[src/rtl/bdlp_pkg.sv]
`timescale 1ns / 1ps
`default_nettype none
// ----------------------------------------------------------------------------
// bdlp_pkg: shared types and codes for the button debounce block
// item, result and configuration records plus register and event codes
// ----------------------------------------------------------------------------
package bdlp_pkg;

  localparam int unsigned NOW_W  = 32;
  localparam int unsigned CFG_W  = 16;
  localparam int unsigned EV_W   = 2;

  // configuration register indexes
  localparam logic REG_DEBOUNCE_TIME   = 1'b0;
  localparam logic REG_LONG_PRESS_TIME = 1'b1;

  // item kinds
  localparam logic KIND_SAMPLE = 1'b0;
  localparam logic KIND_RESYNC = 1'b1;

  typedef enum logic [EV_W-1:0] {
    EV_NONE  = 2'd0,
    EV_SHORT = 2'd1,
    EV_LONG  = 2'd2
  } bdlp_event_t;

  typedef struct packed {
    logic             kind;
    logic             raw_level;
    logic [NOW_W-1:0] now_ms;
  } bdlp_item_t;

  typedef struct packed {
    logic [CFG_W-1:0] debounce_time;
    logic [CFG_W-1:0] long_press_time;
  } bdlp_cfg_t;

  typedef struct packed {
    logic [EV_W-1:0] event_res;
    logic            is_down;
  } bdlp_result_t;

endpackage

`default_nettype wire

[src/rtl/bdlp_core.sv]
`timescale 1ns / 1ps
`default_nettype none
// ----------------------------------------------------------------------------
// bdlp_core: debounce and press classification step
// holds the debounce state and computes one result per step strobe
// ----------------------------------------------------------------------------
module bdlp_core
  import bdlp_pkg::*;
#(
  parameter int unsigned TIME_BITS = 32
) (
  input  wire logic         clk,
  input  wire logic         rst_n,
  input  wire logic         step,
  input  wire bdlp_item_t   item,
  input  wire bdlp_cfg_t    cfg,
  output bdlp_result_t      result
);

  logic                 last_raw_r, last_raw_nxt;
  logic [TIME_BITS-1:0] change_stamp_r, change_stamp_nxt;
  logic                 stable_level_r, stable_level_nxt;
  logic [TIME_BITS-1:0] press_stamp_r, press_stamp_nxt;
  logic                 long_done_r, long_done_nxt;

  logic [TIME_BITS-1:0] now_t;
  logic [TIME_BITS-1:0] el_change;
  logic [TIME_BITS-1:0] el_press;
  logic [TIME_BITS-1:0] deb_t;
  logic [TIME_BITS-1:0] lpt_t;
  logic                 settle;
  logic                 press_now;
  logic                 long_hit;
  bdlp_event_t          ev;

  assign now_t     = TIME_BITS'(item.now_ms);
  assign deb_t     = TIME_BITS'(cfg.debounce_time);
  assign lpt_t     = TIME_BITS'(cfg.long_press_time);
  assign el_change = now_t - change_stamp_r;
  assign el_press  = now_t - press_stamp_r;

  // raw level steady and different from debounced level for long enough
  assign settle    = (item.raw_level == last_raw_r) && (item.raw_level != stable_level_r) &&
                     (el_change >= deb_t);
  assign press_now = settle && item.raw_level;
  // a press in this step restarts the hold timer at zero elapsed
  assign long_hit  = press_now ? (lpt_t == '0) : (el_press >= lpt_t);

  always_comb begin
    last_raw_nxt     = last_raw_r;
    change_stamp_nxt = change_stamp_r;
    stable_level_nxt = stable_level_r;
    press_stamp_nxt  = press_stamp_r;
    long_done_nxt    = long_done_r;
    ev               = EV_NONE;
    if (item.kind == KIND_RESYNC) begin
      last_raw_nxt     = item.raw_level;
      stable_level_nxt = item.raw_level;
      change_stamp_nxt = now_t;
      press_stamp_nxt  = now_t;
      long_done_nxt    = item.raw_level;
    end else begin
      if (item.raw_level != last_raw_r) begin
        last_raw_nxt     = item.raw_level;
        change_stamp_nxt = now_t;
      end else if (settle) begin
        stable_level_nxt = item.raw_level;
        if (item.raw_level) begin
          press_stamp_nxt = now_t;
          long_done_nxt   = 1'b0;
        end else if (!long_done_r) begin
          ev = EV_SHORT;
        end
      end
      if (stable_level_nxt && !long_done_nxt && long_hit) begin
        long_done_nxt = 1'b1;
        ev            = EV_LONG;
      end
    end
  end

  assign result.event_res = ev;
  assign result.is_down   = stable_level_nxt;

  always_ff @(posedge clk) begin
    if (!rst_n) begin
      last_raw_r     <= 1'b0;
      change_stamp_r <= '0;
      stable_level_r <= 1'b0;
      press_stamp_r  <= '0;
      long_done_r    <= 1'b0;
    end else if (step) begin
      last_raw_r     <= last_raw_nxt;
      change_stamp_r <= change_stamp_nxt;
      stable_level_r <= stable_level_nxt;
      press_stamp_r  <= press_stamp_nxt;
      long_done_r    <= long_done_nxt;
    end
  end

endmodule

`default_nettype wire

[src/rtl/button_debounce_long_press.sv]
`timescale 1ns / 1ps
`default_nettype none
// ----------------------------------------------------------------------------
// button_debounce_long_press: debounced button with short and long press events
//
// in_*  : one transfer per button sample (sample or resync) with its ms stamp
// out_* : one transfer per input item, event code and debounced level
// cfg_* : write-only register port, debounce time (index 0) and long press
//         time (index 1), both in ms; write only while the block is idle
//
// out_valid rises, and the earliest result transfer can happen, once the input
// transfer has passed an input register, then the step logic feeding the
// result register
// throughput is one item per cycle while out_ready is high, set by the single state update per step
// when the receiver stalls, the result register holds and the input register
// fills; in_ready drops only when both are occupied
// reset clears all debounce state and both pipeline valids, and loads the
// registers with 20 ms and 1000 ms
// ----------------------------------------------------------------------------
module button_debounce_long_press
  import bdlp_pkg::*;
#(
  parameter int unsigned TIME_BITS = 32
) (
  input  wire logic             clk,
  input  wire logic             rst_n,
  // input channel
  input  wire logic             in_valid,
  output logic                  in_ready,
  input  wire logic             in_kind,
  input  wire logic             in_raw_level,
  input  wire logic [NOW_W-1:0] in_now_ms,
  // result channel
  output logic                  out_valid,
  input  wire logic             out_ready,
  output logic [EV_W-1:0]       out_event_res,
  output logic                  out_is_down,
  // configuration
  input  wire logic             cfg_we,
  input  wire logic             cfg_index,
  input  wire logic [CFG_W-1:0] cfg_wdata
);

  // configuration registers
  bdlp_cfg_t    cfg_r;

  // input register
  logic         in_vld_r;
  bdlp_item_t   item_r;

  // result register
  logic         out_vld_r;
  bdlp_result_t res_r;
  bdlp_result_t res_nxt;

  logic         advance;

  // result register frees up when empty or being taken
  assign advance  = !out_vld_r || out_ready;
  assign in_ready = !in_vld_r || advance;

  always_ff @(posedge clk) begin
    if (!rst_n) begin
      cfg_r.debounce_time   <= CFG_W'(20);
      cfg_r.long_press_time <= CFG_W'(1000);
    end else if (cfg_we) begin
      case (cfg_index)
        REG_DEBOUNCE_TIME:   cfg_r.debounce_time   <= cfg_wdata;
        REG_LONG_PRESS_TIME: cfg_r.long_press_time <= cfg_wdata;
        default: ;
      endcase
    end
  end

  // input stage
  always_ff @(posedge clk) begin
    if (!rst_n) begin
      in_vld_r <= 1'b0;
    end else if (in_ready) begin
      in_vld_r <= in_valid;
    end
  end

  always_ff @(posedge clk) begin
    if (in_valid && in_ready) begin
      item_r.kind      <= in_kind;
      item_r.raw_level <= in_raw_level;
      item_r.now_ms    <= in_now_ms;
    end
  end

  // step logic, state advances when the item moves into the result register
  bdlp_core #(
    .TIME_BITS (TIME_BITS)
  ) u_core (
    .clk    (clk),
    .rst_n  (rst_n),
    .step   (in_vld_r && advance),
    .item   (item_r),
    .cfg    (cfg_r),
    .result (res_nxt)
  );

  // result stage
  always_ff @(posedge clk) begin
    if (!rst_n) begin
      out_vld_r <= 1'b0;
    end else if (advance) begin
      out_vld_r <= in_vld_r;
    end
  end

  always_ff @(posedge clk) begin
    if (advance && in_vld_r) begin
      res_r <= res_nxt;
    end
  end

  assign out_valid     = out_vld_r;
  assign out_event_res = res_r.event_res;
  assign out_is_down   = res_r.is_down;

  // a short press is reported on release, so the button is up
  a_short_up: assert property (@(posedge clk) disable iff (!rst_n)
    (out_valid && out_event_res == EV_SHORT) |-> !out_is_down)
    else $error("short event with button down");

  // a long press is reported while held
  a_long_down: assert property (@(posedge clk) disable iff (!rst_n)
    (out_valid && out_event_res == EV_LONG) |-> out_is_down)
    else $error("long event with button up");

  // only defined event codes leave the block
  a_event_code: assert property (@(posedge clk) disable iff (!rst_n)
    out_valid |-> (out_event_res == EV_NONE || out_event_res == EV_SHORT ||
                   out_event_res == EV_LONG))
    else $error("undefined event code");

  // an empty result register never blocks the input
  a_no_bubble_stall: assert property (@(posedge clk) disable iff (!rst_n)
    !out_valid |-> in_ready)
    else $error("input stalled with empty result register");

endmodule

`default_nettype wire
[config.mk]
export PLATFORM = sky130hd
export DESIGN_NAME = button_debounce_long_press
export DESIGN_NICKNAME = d
export VERILOG_FILES = /design/src/rtl/bdlp_pkg.sv /design/src/rtl/bdlp_core.sv /design/src/rtl/button_debounce_long_press.sv
export SDC_FILE = /design/constraint.sdc
export NUM_CORES = 1
export LEC_CHECK = 0
export ABC_CLOCK_PERIOD_IN_PS = 5900
export BUFFER_PORTS_ARGS = -buffer_cell sky130_fd_sc_hd__buf_4
export CAP_MARGIN = 20
export CORE_MARGIN = 2
export CORE_UTILIZATION = 60
export CTS_BUF_LIST = sky130_fd_sc_hd__clkbuf_4
export CTS_CLUSTER_SIZE = 8
export DETAILED_ROUTE_END_ITERATION = 6
export GPL_TIMING_DRIVEN = 0
export PLACE_DENSITY = 0.9
export SLEW_MARGIN = 20
export SYNTH_ARGS = -nofsm -noshare
export SYNTH_HDL_FRONTEND = slang
export SYNTH_HIERARCHICAL = 1
export SYNTH_SLANG_ARGS = --single-unit
[constraint.sdc]
create_clock -name clk -period 5.9 [get_ports clk]
set_clock_uncertainty 0.05 [all_clocks]
set_input_delay 1.18 -clock clk [delete_from_list [all_inputs] [get_ports clk]]
set_output_delay 1.18 -clock clk [all_outputs]
set_load 0.005 [all_outputs]
==> flow_metrics.tcl, run 1 <==
set metrics [dict create \
    period_needed_ns 5.653 \
    cp.arrival_ns 6.07 \
    fp-row-count 47 \
    critPathKind "flip-flop to flip-flop" \
    gp_congestion 0.9348 \
    first_iter_violations 951 \
    fill_cells 1269 \
    ys_top_cells_by_area "dfxtp_1, ha_1, edfxtp_1, mux2i_1, nand2_1" \
    clkTransAtPathRegs_ns 0.15 \
    wl_um 27340 \
    cts_sinks 138 \
    num-nets-final 1457 \
    synth_most_common_cell "nand2_1" \
    powerDensity_nw_per_um2 216.6 \
    worst_slew_pin_slew_ns 0.7825 \
    place_ws_ns 0.1343 \
    grt_pass1_vias 8979 \
    p_total_mw 2.461 \
    slew_headroom_pct 47.28 \
    vias_per_cell 6.137 \
    numCtsBuffers 17 \
    syn_to_final_growth_pct 10.62 \
    seq_power_share_pct 43.3 \
    ys_seq_area_share_pct 30.50 \
    synth_flop_cell "dfxtp_1" \
    fin_crit_sh_pct 95.81 \
    synth_edf_count 37 \
    grt.met1_usage_pct 38.72 \
    root_buffer "clkbuf_4" \
    ys_warn_count 6 \
    grtUsageTotal_pct 30.35 \
    grt_max_degree 19 \
    final.setup.worst_slack_ns 0.2471 \
    syn_avg_cell_area_um2 8.419 \
    cts_tree "done" \
    synth_fp_nets 1372 \
    irDropWorstVdd_mv 0.1677 \
    synth_top_area_cell "dfxtp_1" \
    p_leak_nw 4.670 \
    grt_util_met2_pct 50.08 \
    first_pass_iters 5 \
    start_util_pct 61.72 \
    worst_setup_path_end_kind "flip-flop" \
    r2r_setup_slack_ns 0.25 \
    seq_area_um2 3133 \
    wl_per_cell_um 17.76 \
    tns_ns 0 \
    synth_cell_types 88 \
    hold_viol_final 0 \
    p_clk_share_pct 25.7 \
    min_path_type "flip-flop to flip-flop" \
    htree_num_levels 4 \
    utilization_pct 68.27 \
    die-area_um2 18180 \
    synth_cells 1220 \
    finalMaxSlewViolations 0 \
    cts-hold-fix-buffers 0 \
    ys_ff_latch 138 \
    core_area_um2 16640 \
    pwr-share-comb_pct 30.9 \
    drc 0 \
    p_int_mw 1.569 \
    dp_hpwl_um 21170 \
    swShare_pct 36.25 \
    cts_buffer_depth 2 \
    timing.max_cap.violations 0 \
    cp.required_ns 6.32 \
    route.antenna.remaining_nets 0 \
    overflow 0 \
    die_x_um 134.8 \
    gr-max-usage-layer "met2" \
    rsz0062_at_grt "no" \
    yosys-top-cells-count "nand2_1, inv_1, dfxtp_1" \
    multi_input_area_um2 6416 \
    antenna_found_initial 1 \
    die_height_um 134.8 \
    max_freq_ghz 0.1769 \
    dp_cells 1500 \
    vias 9445 \
    fin_cells 1539 \
    status "complete, no violations" \
    critPathLaunchType "flip-flop" \
    p_sw_mw 0.8923 \
    clk_latency_ns 0.59 \
    yosys.area.top_type_share_pct 19.69 \
    ios 61 \
    crit_fanout 10 \
    grt_pass1_wl_um 43640 \
    async_flop_share_pct 0 \
    layout-drive-gt1-share_pct 11.76 \
    netlist_area_um2 10270 \
    met3_usage_pct 6.344 \
    finalSetupViolCount 0 \
    portBuffers 59 \
]
cell usage in the layout (no fill, tap or decap), types with 37 or more instances in the layout:
cell | synthesis | final
nand2_1 | 164 | 164
inv_1 | 117 | 117
dfxtp_1 | 101 | 101
ha_1 | 94 | 94
a21oi_1 | 76 | 75
buf_4 | 1 | 66
mux2i_1 | 62 | 62
nor2_1 | 54 | 54
nor2b_1 | 39 | 39
edfxtp_1 | 37 | 37
o21ai_0 | 37 | 37
critical path, cell delays in order, from the launching register on:
cell,delay (ns)
edfxtp_1,0.46
inv_1,0.12
ha_1,0.19
fa_1,0.27
nor2b_1,0.10
o211ai_1,0.27
a21oi_2,0.12
buf_4,0.16
a211oi_2,0.41
xnor2_1,0.19
ha_1,0.29
nand4_1,0.14
a211oi_1,0.11
or4_1,0.51
a311o_1,0.34
a2111oi_2,0.40
nand3_1,0.18
nor4b_4,0.22
buf_4,0.19
a2bb2oi_4,0.28
buf_6,0.23
mux2i_1,0.24
nor2b_1,0.08
logic make-up (layout without fill, tap and decap cells):
logic type / count (synthesis) / in the layout / share of synthesized area [%]
buffers and inverters: 171 / 269 / 7.187
multiplexers: 63 / 63 / 6.152
flip-flops: 138 / 138 / 30.50
AO/OA/AOI/OAI: 312 / 312 / 21.43
AND/OR/NAND/NOR: 395 / 395 / 19.05
XOR/XNOR: 45 / 45 / 3.837
adder cells (fa/ha/maj): 96 / 96 / 11.84
other: 0 / 1 / 0
state kept, by name, summed over array words and instances (netlist names):
| signal | cells |
|---|---|
| cfg_r | 32 |
| in_vld_r | 1 |
| item_r | 34 |
| out_event_res | 2 |
| out_is_down | 1 |
| out_valid | 1 |
| u_core/change_stamp_r | 32 |
| u_core/last_raw_r | 1 |
| u_core/long_done_r | 1 |
| u_core/press_stamp_r | 32 |
| u_core/stable_level_r | 1 |
metrics by stage:
| step | hold WS (ns) | instance area, um^2 |
|---|---|---|
| 2_1_floorplan | 0.3784 | 10270 |
| 5_1_grt | 0.4357 | 11360 |
| 4_1_cts | 0.4215 | 11310 |
| 3_5_place_dp | 0.4030 | 11030 |
| 6_report | 0.4205 | 11360 |
| 3_3_place_gp | 0.3872 | 10990 |
power by group through the flow:
stage	sequential (mW)	combinational, mW	clock [mW]
5_1_grt	1.07	0.837	0.689
2_1_floorplan	1.07	0.554	0
4_1_cts	1.06	0.739	0.643
3_3_place_gp	1.08	0.702	0
3_5_place_dp	1.09	0.732	0
6_report	1.07	0.761	0.633
repair_timing:
action	4_1_cts	5_1_grt
resized for setup	0	1
setup buffers	0	6
endpoints found under the setup margin	0	30
worst paths after layout:
kind                                                  to  startpoint  cells past startpoint
worst min-delay path                           cfg_r[28]   cfg_r[28]                      2
worst min register to register                 cfg_r[28]   cfg_r[28]                      2
worst max register to register  u_core/press_stamp_r[26]   item_r[0]                     22
worst max-delay path            u_core/press_stamp_r[26]   item_r[0]                     22
per-layer routing:
metal  vias to the layer above  routed length, um
li1                       4503                  -
met1                      4467              11680
met2                       386              12910
met3                        89               1762
met4                         0                984
met5                         -                  0
cell type report:
cell class,instances,share of cell area [%]
multi-input cells,911,56.47
well taps,220,2.423
repair buffers,66,4.537
diodes,1,0.02202
plain buffers,54,2.632
flip-flops and latches,138,27.57
inverters,117,3.865
clock buffers,17,1.123
clock inverters,15,1.354
(Power assumes the default switching activity.)
==> inputs of run 2 (changes only) <==
ABC_AREA = 1   (was unset)
==> flow_metrics.tcl, run 2 <==
set metrics [dict create \
    status "complete, no violations" \
    cp.arrival_ns 4.19 \
    r2r_start "item_r[0]" \
    synthAdderAreaFrac_pct 11.16 \
    hold_viol_final 0 \
    die-area_um2 19260 \
    place_ws_ns 1.926 \
    root_buffer "clkbuf_4" \
    die_x_um 138.8 \
    seq_area_um2 3133 \
    tns_ns 0 \
    die_height_um 138.8 \
    cts_tree "done" \
    cpPeakStageDelay_ns 0.44 \
    layout_common_cells "nand2_1, inv_1, nor2_1" \
    synth_flop_cell "dfxtp_1" \
    cp.required_ns 6.16 \
    core_area_um2 17900 \
    cts-hold-fix-buffers 0 \
    dp_hpwl_um 23340 \
    ys_seq_area_share_pct 28.75 \
    crit_fanout 4 \
    wl_per_cell_um 14.75 \
    yosys.area_share.simple_pct 32.06 \
    fin_cells 1996 \
    synth_most_common_cell "nand2_1" \
    clkTransAtPathRegs_ns 0.13 \
    irDropWorstVdd_mv 0.1283 \
    synthMuxAreaShare_pct 0 \
    top_register "item_r" \
    rsz0062_at_grt "no" \
    final_area_um2 12010 \
    layout_commonest_cell "nand2_1" \
    synth_cell_types 44 \
    cpMostUsedCell "nand3_1" \
    ios 61 \
    fin_crit_sh_pct 66.61 \
    postCtsSetupBuffers 0 \
    timing.max_cap.violations 0 \
    largest_reg_flops 34 \
    synth_top_family_by_area "simple AND/OR/NAND/NOR gates" \
    async_flop_share_pct 0 \
    worst_slew_pin_slew_ns 1.064 \
    min_path_type "flip-flop to flip-flop" \
    drc 0 \
    ys_top_cells_by_area "dfxtp_1, nand2_1, inv_1, ha_1, edfxtp_1" \
    dp_cells 1963 \
    crit_path_start "item_r[0]" \
    grt_pass1_wl_um 47510 \
    layout-drive-gt1-share_pct 10.87 \
    cp_slowest_cell "fa_1" \
    ys_ff_latch 138 \
    portBuffers 59 \
    num-nets-final 1905 \
    yosys-top-cells-count "nand2_1, inv_1, nor2_1" \
    antenna_found_initial 1 \
    first_iter_violations 1058 \
    multi_input_area_um2 6233 \
    critPathLaunchType "flip-flop" \
    grt_max_degree 35 \
    final.setup.worst_slack_ns 1.970 \
    synth_cells 1675 \
    numCtsBuffers 17 \
    place_area_um2 11630 \
    grt_pass1_vias 10120 \
    slew_headroom_pct 29.08 \
    p_leak_nw 6.234 \
    max_freq_ghz 0.2545 \
    syn_avg_cell_area_um2 6.506 \
    powerDensity_nw_per_um2 238.5 \
    htree_num_levels 4 \
    synth-xor-area-share_pct 2.572 \
    netlist_area_um2 10900 \
    finalMaxSlewViolations 0 \
    route.antenna.remaining_nets 0 \
    gp_congestion 0.9837 \
    start_util_pct 60.88 \
    wl_um 29440 \
    yosys.area.top_type_share_pct 18.55 \
    clk_latency_ns 0.58 \
    cts_buffer_depth 2 \
    period_needed_ns 3.930 \
    cts_resized 0 \
    overflow 0 \
    synth_compound_area_share_pct 11.41 \
    finalSetupViolCount 0 \
    cts_sinks 138 \
    vias_per_cell 5.308 \
    vias 10590 \
    fp-row-count 49 \
    synth_top_area_cell "dfxtp_1" \
    synth_edf_count 37 \
    worst_setup_path_end_kind "flip-flop" \
    first_pass_iters 6 \
    hp-start "u_core/change_stamp_r[16]" \
    synth_fp_nets 1827 \
    path_cells "inv_1 > ha_1 > inv_1 > fa_1 > nand3_1 > nand3_1 > nand3_1 > nand3_1 > xor2_1 > ha_1 > a21oi_1 > nor3_1 > a211oi_1 > nand3_1 > nor2_1 > nand3_1 > nor2_1 > nand3_1 > nand2_1 > nand2_1 > nand4_1 > inv_1" \
    critPathKind "flip-flop to flip-flop" \
    ys_warn_count 6 \
    syn_to_final_growth_pct 10.17 \
    fill_cells 1603 \
    grtUsageTotal_pct 30.31 \
]
==> run 2: cell types whose count changed in the layout (fill, tap and decap cells not counted), moves of 33 or more <==
cell      delta
a21boi_0    -33
nor2b_1     -39
nor2_1      +98
nand2_1    +321
mux2i_1     -62
nand3_1     +62
inv_1      +215
==> run 2: logic make-up (layout without fill, tap and decap cells) <==
logic type | count (synthesis) | count (layout)
fa+ha+maj | 96 | 96
xor+xnor | 32 | 32
compound gates | 221 | 221
simple gates | 813 | 813
flops | 138 | 138
buf+inv | 375 | 466
other cells | 0 | 1
==> run 2: layer usage <==
metal  global-route usage (%)  vias to the layer above  wire length, um
met4                    12.23                        0             1028
met2                    51.28                      370            13880
met1                    39.94                     4773            12720
met5                        0                        -                0
li1                         -                     5384                -
met3                    3.073                       67             1803
==> run 2: path summary, 6_finish.rpt <==
| path | to | slack (ns) | depth (start not counted) |
|---|---|---|---|
| setup / recovery | out_event_res[1] | 1.97 | 22 |
| hold reg to reg | u_core/change_stamp_r[16] | 0.41 | 2 |
| hold / removal | u_core/change_stamp_r[16] | 0.41 | 2 |
| setup reg to reg | out_event_res[1] | 1.97 | 22 |
==> run 2: stage by stage <==
stage | total power [mW] | util, % | hold slack [ns]
final | 2.863 | 67.07 | 0.4132
after global routing | 3.045 | 67.07 | 0.4332
after CTS | 2.846 | 67.05 | 0.4162
after detailed placement | 2.048 | 64.95 | 0.3998
after global placement | 2.017 | 64.95 | 0.3912
after floorplan | 1.806 | - | 0.3789
==> run 2: critical path: cells and delay by family, from the launching register on <==
kind | cells | cell delay, ns
adder cells (fa/ha/maj) | 3 | 0.80
buffers and inverters | 3 | 0.32
AND/OR/NAND/NOR | 13 | 1.50
flip-flops | 1 | 0.40
AO/OA/AOI/OAI | 2 | 0.40
XOR/XNOR | 1 | 0.20
==> run 2: area by class of cell <==
cell class / instances / share of cell area (%)
antenna: 1 / 0.02084
buffer: 29 / 1.928
clock buffer: 18 / 1.125
clock inverter: 14 / 2.011
inverter: 346 / 10.83
multi-input combinational: 1162 / 51.92
sequential: 138 / 26.09
tap: 229 / 2.386
timing repair buffer: 59 / 3.689
==> run 2: report_power, final <==
| group | total, mW | leakage, nW | internal, mW | switching, mW |
|---|---|---|---|---|
| registers | 1.08 | 1.19 | 1.04 | 0.0411 |
| clock network | 0.806 | 0.202 | 0.431 | 0.375 |
| logic | 0.981 | 4.84 | 0.361 | 0.620 |
